### config.mk
export PLATFORM = sky130hd
export DESIGN_NAME = lu_div
export DESIGN_NICKNAME = d
export VERILOG_FILES = /design/src/hdl/lu_linear_solver_core_assert.svh /design/src/hdl/lu_pkg.sv /design/src/hdl/lu_div.sv
export SDC_FILE = /design/constraint.sdc
export NUM_CORES = 1
export LEC_CHECK = 0
export BUFFER_PORTS_ARGS = -buffer_cell sky130_fd_sc_hd__clkbuf_2
export CORE_MARGIN = 3
export CORE_UTILIZATION = 35
export DETAILED_ROUTE_END_ITERATION = 8
export PLACE_DENSITY_LB_ADDON = 0.12
export SLEW_MARGIN = 10
export SYNTH_ARGS = -nofsm -noshare
export SYNTH_HDL_FRONTEND = slang
export SYNTH_SLANG_ARGS = --single-unit
### constraint.sdc
create_clock -name clk -period 10.6 [get_ports clk]
set_input_delay 1.59 -clock clk [delete_from_list [all_inputs] [get_ports clk]]
set_output_delay 1.59 -clock clk [all_outputs]
set_load 0.03 [all_outputs]
### src/hdl/lu_linear_solver_core_assert.svh
// Assertion macros used by the solver core RTL.
`ifndef LU_LINEAR_SOLVER_CORE_ASSERT_SVH
`define LU_LINEAR_SOLVER_CORE_ASSERT_SVH

// Same-cycle implication, disabled while reset is asserted.
`define LU_ASSERT_NOW(label, clk, rst_n, ante, cons, msg) \
  label: assert property (@(posedge clk) disable iff (!rst_n) (ante) |-> (cons)) \
    else $error(msg);

// Next-cycle implication, disabled while reset is asserted.
`define LU_ASSERT_NEXT(label, clk, rst_n, ante, cons, msg) \
  label: assert property (@(posedge clk) disable iff (!rst_n) (ante) |=> (cons)) \
    else $error(msg);

`endif

### src/hdl/lu_pkg.sv
// Package with Q16.16 constants and the saturation helper for the solver.
`default_nettype none
package lu_pkg;
  localparam int FRAC_BITS = 16;
  localparam logic signed [31:0] Q_MAX = 32'sh7fff_ffff;
  localparam logic signed [31:0] Q_MIN = 32'sh8000_0000;
  localparam int QUOT_BITS = 48;

  // Saturate a wide signed value to 32 bits.
  function automatic logic signed [31:0] sat32(input logic signed [63:0] v);
    logic signed [31:0] r;
    if (v > 64'(Q_MAX)) begin
      r = Q_MAX;
    end else if (v < 64'(Q_MIN)) begin
      r = Q_MIN;
    end else begin
      r = v[31:0];
    end
    return r;
  endfunction
endpackage
`default_nettype wire

### src/hdl/lu_div.sv
// Radix-2 restoring divider for Q16.16 quotients, one quotient bit per cycle.
`default_nettype none
module lu_div import lu_pkg::*; (
  input  wire logic               clk,
  input  wire logic               rst_n,
  input  wire logic               start,
  input  wire logic signed [31:0] num,
  input  wire logic signed [31:0] den,
  output logic                    done,
  output logic signed [31:0]      quot
);
  logic [QUOT_BITS-1:0] n_r, n_nxt;
  logic [32:0]          rem_r, rem_nxt;
  logic [31:0]          den_r, den_nxt;
  logic                 neg_r, neg_nxt;
  logic [5:0]           cnt_r, cnt_nxt;
  logic                 busy_r, busy_nxt;
  logic                 done_r, done_nxt;
  logic [32:0]          trial;
  logic [QUOT_BITS:0]   mag;

  always_comb begin
    n_nxt    = n_r;
    rem_nxt  = rem_r;
    den_nxt  = den_r;
    neg_nxt  = neg_r;
    cnt_nxt  = cnt_r;
    busy_nxt = busy_r;
    done_nxt = 1'b0;
    trial    = {rem_r[31:0], n_r[QUOT_BITS-1]};
    if (start) begin
      // The numerator is scaled by 2^16, so its magnitude fits in 48 bits.
      n_nxt    = {(num[31] ? 32'(-num) : 32'(num)), 16'h0000};
      den_nxt  = den[31] ? 32'(-den) : 32'(den);
      neg_nxt  = num[31] ^ den[31];
      rem_nxt  = '0;
      cnt_nxt  = 6'(QUOT_BITS);
      busy_nxt = 1'b1;
    end else if (busy_r) begin
      if (trial >= {1'b0, den_r}) begin
        rem_nxt = trial - {1'b0, den_r};
        n_nxt   = {n_r[QUOT_BITS-2:0], 1'b1};
      end else begin
        rem_nxt = trial;
        n_nxt   = {n_r[QUOT_BITS-2:0], 1'b0};
      end
      cnt_nxt = cnt_r - 6'd1;
      if (cnt_r == 6'd1) begin
        busy_nxt = 1'b0;
        done_nxt = 1'b1;
      end
    end
  end

  always_ff @(posedge clk) begin
    n_r   <= n_nxt;
    rem_r <= rem_nxt;
    den_r <= den_nxt;
    neg_r <= neg_nxt;
    cnt_r <= cnt_nxt;
    if (!rst_n) begin
      busy_r <= 1'b0;
      done_r <= 1'b0;
    end else begin
      busy_r <= busy_nxt;
      done_r <= done_nxt;
    end
  end

  // Apply the sign and saturate to the Q16.16 range.
  always_comb begin
    mag = {1'b0, n_r};
    if (neg_r) begin
      quot = (mag > (QUOT_BITS+1)'(33'h1_0000_0000 >> 1)) ? Q_MIN : 32'(-mag);
    end else begin
      quot = (mag > (QUOT_BITS+1)'(Q_MAX)) ? Q_MAX : mag[31:0];
    end
  end

  assign done = done_r;
endmodule
`default_nettype wire
==> results.md <==
- N_diodes: 0
- Total negative slack: 0 ns
- # DRC: 0
- DP HPWL: ~16000 µm
- Worst EP required: roughly 9.0 ns
- Fin nets: 1142
- Die Ht: between 150 and 200 µm
- First-pass DRT Iterations: 5
- Vias: roughly 7.3k
- Reg clk slew, reported paths: about 0.06 ns
- Worst r2r src: den_r[10]
- CTS Root Buffer Type: clkbuf_16
- CORE AREA: between 0.02 and 0.025 mm²
- RSZ-0062 raised after global routing: false
- Post-Syn Instances: roughly 970
- #FFs+latches synth: between 100 and 150
- Slew Limit Fails: 0
- FMAX: about 160 MHz
- Outcome: finished clean
- Global-route wire length before repair: 34800 µm
- Tightest Pin Transition: ~1.1 ns
- Largest net degree at the start of global routing: 73
- Routability cong.: roughly 0.85
- Sequential fraction of the synthesis area: 0.355
- Pwr dens: around 150 mW/mm²
- Reg2reg setup slack: between 6 and 7 ns
- H-tree levels: 4
- Fin cells: ~1.4k
- Worst skew pair latency: roughly 0.42 ns
- Count of buffers from port buffering: 99
- Critical path startpoint category: flop
- Share of layout cells above drive strength 1: 0.154
- Worst ir drop on vdd: just under 80 µV
- FF-to-FF End: rem_r[29]
- Number of antenna-violating nets in the routed design: 0
- Setup violators final: 0
- Grt ovf: 0
- Tcrit/Tclk final: 0.605
- I/O pin cnt: 100
- DRT iter0 DRCs: 516
- Most common cell after layout, fill and taps aside: clkbuf_2
- EDFF count, synth: 65
- Fin. Hold Viols: 0
- Post-CTS Hold Buffers: 0
- Initial antenna violation count: 0
- Drt wl/cell: 15.3 µm
- LEAKAGE: between 3 and 4 nW
- Yosys cell types: 66
- Row cnt: 56
- CP arrival: slightly below 5 ns
- Net Count, Synth: roughly 1.1k
- Synth top area cells: edfxtp_1, dfxtp_1, xnor2_1
- CTS resizes: 0
- Share of the synthesized area in the top cell type: 0.225
- Worst Reg-to-Reg Cells: 11
- Top_reg_cell synth: edfxtp_1
- Vias in the first global route: slightly below 7k
- Final wirelength: 21000 µm
- Top cell type by total area after synthesis: edfxtp_1
- CP Capture Type: output pin
- Final Util: 0.416
- Fin area: ~0.01 mm²
- Synthesis Warnings: 0
- Avg Cell Area, Syn: a little under 9 µm²
- Hold EP: cnt_r[0]
- Min-Delay Path Class: reg2reg
- CTS Sinks: 121
- Async S/R FF share, synth: 0
- Synth Cell Area: between 0.008 and 0.009 mm²
- Area post-placement: about 0.0094 mm²
- Relative slew slack: 0.253
- Type of the worst setup path: reg2out
- Hold Path Cell Cnt: 2
- Die Footprint: roughly 0.027 mm²
- CTS Buf Count: 17
- Commonest cells after routing, fill and taps aside: clkbuf_2, nor2_1, xnor2_1
- Fin crit period: 6.41 ns
- Hold Slack: 0.494 ns
- Placed Cells: approximately 1.3k
- TritonCTS clock tree: yes
- GRT Total Usage: 0.159
- Synthesis-to-layout area growth: 14.8%
- CTS Buffer Depth: 2
- Total of max-cap violations: 0
- Initial core utilization: 0.363
- Setup Skew: ~0.011 ns
- Post-CTS Setup Bufs: 0
- Vias per cell: 5.32
- Min-delay src: cnt_r[0]
- Chip width: between 150 and 200 µm
- Max FO, Critical Path: 29
cell usage after synthesis (13+ instances only):
cell	count
a21o_1	15
nand2_1	68
or4_1	13
o311ai_1	20
xnor2_1	80
or3_1	17
a21oi_1	32
nor3_1	19
edfxtp_1	65
nor2_1	81
o31ai_1	21
a211oi_1	30
inv_1	57
a22o_1	29
nor4_1	13
clkbuf_1	42
o21ai_0	61
mux2i_1	42
dfxtp_1	56
ha_1	37
worst max-delay path, stage by stage (launching register included):
cell and delay [ns]:
dfxtp_1 0.35, inv_1 0.10, ha_1 0.18, or3b_1 0.41, or4_1 0.53, nor4_1 0.39
nand4_1 0.18, or4_1 0.42, a21o_1 0.47, or2_1 0.64, o311ai_1 0.47, clkbuf_2 0.27
layout make-up:
type | count | area, µm²
fill | 2403 | 13900
multi-input combinational | 737 | 5180
sequential | 121 | 3080
timing repair buffer | 103 | 528
clock buffer | 21 | 483
tap | 319 | 399
inverter | 57 | 214
clock inverter | 11 | 67.6
flip-flops by register name (all words and copies together) (netlist names):
signal,cells
n_r,48
den_r,32
rem_r,32
cnt_r,6
busy_r,1
done,1
neg_r,1
power breakdown:
part	total, mW	leakage (nW)	switching [mW]	internal, mW
sequential	0.582	1.12	0.0383	0.544
combinational	0.407	2.57	0.235	0.172
clock	0.538	0.274	0.214	0.325
total	1.53	3.96	0.487	1.04
how the worst max path moves through the flow:
stage	start	to
3_5_place_dp	n_r[0]	quot[3]
3_3_place_gp	n_r[0]	quot[3]
2_1_floorplan	n_r[0]	quot[17]
5_1_grt	n_r[1]	quot[3]
6_report	n_r[0]	quot[3]
4_1_cts	n_r[0]	quot[3]
metrics by stage:
stage | setup slack, ns | power [mW]
detailed placement | 4.64 | 1.00
finish | 4.19 | 1.53
global route | 3.88 | 1.62
global placement | 4.74 | 1.00
floorplan | 5.25 | 0.890
CTS | 4.18 | 1.54
cell families (layout without fill, tap and decap cells):
kind of cell	count (synthesis)	in the layout	share of synthesized area
AO/OA/AOI/OAI	269	269	0.219
XOR/XNOR	92	92	0.0930
adder cells (fa/ha/maj)	38	38	0.0557
buffers and inverters	110	192	0.0491
flip-flops	121	121	0.355
multiplexers	42	42	0.0485
AND/OR/NAND/NOR	296	296	0.180
metal layers:
metal | track usage | vias to the layer above | wire [µm]
met5 | 0 | - | 0
met4 | 0.0431 | 0 | 256
met3 | 0.0254 | 19 | 772
met2 | 0.246 | 148 | 9220
met1 | 0.230 | 3365 | 10800
li1 | - | 3751 | -
(Power assumes the default switching activity.)
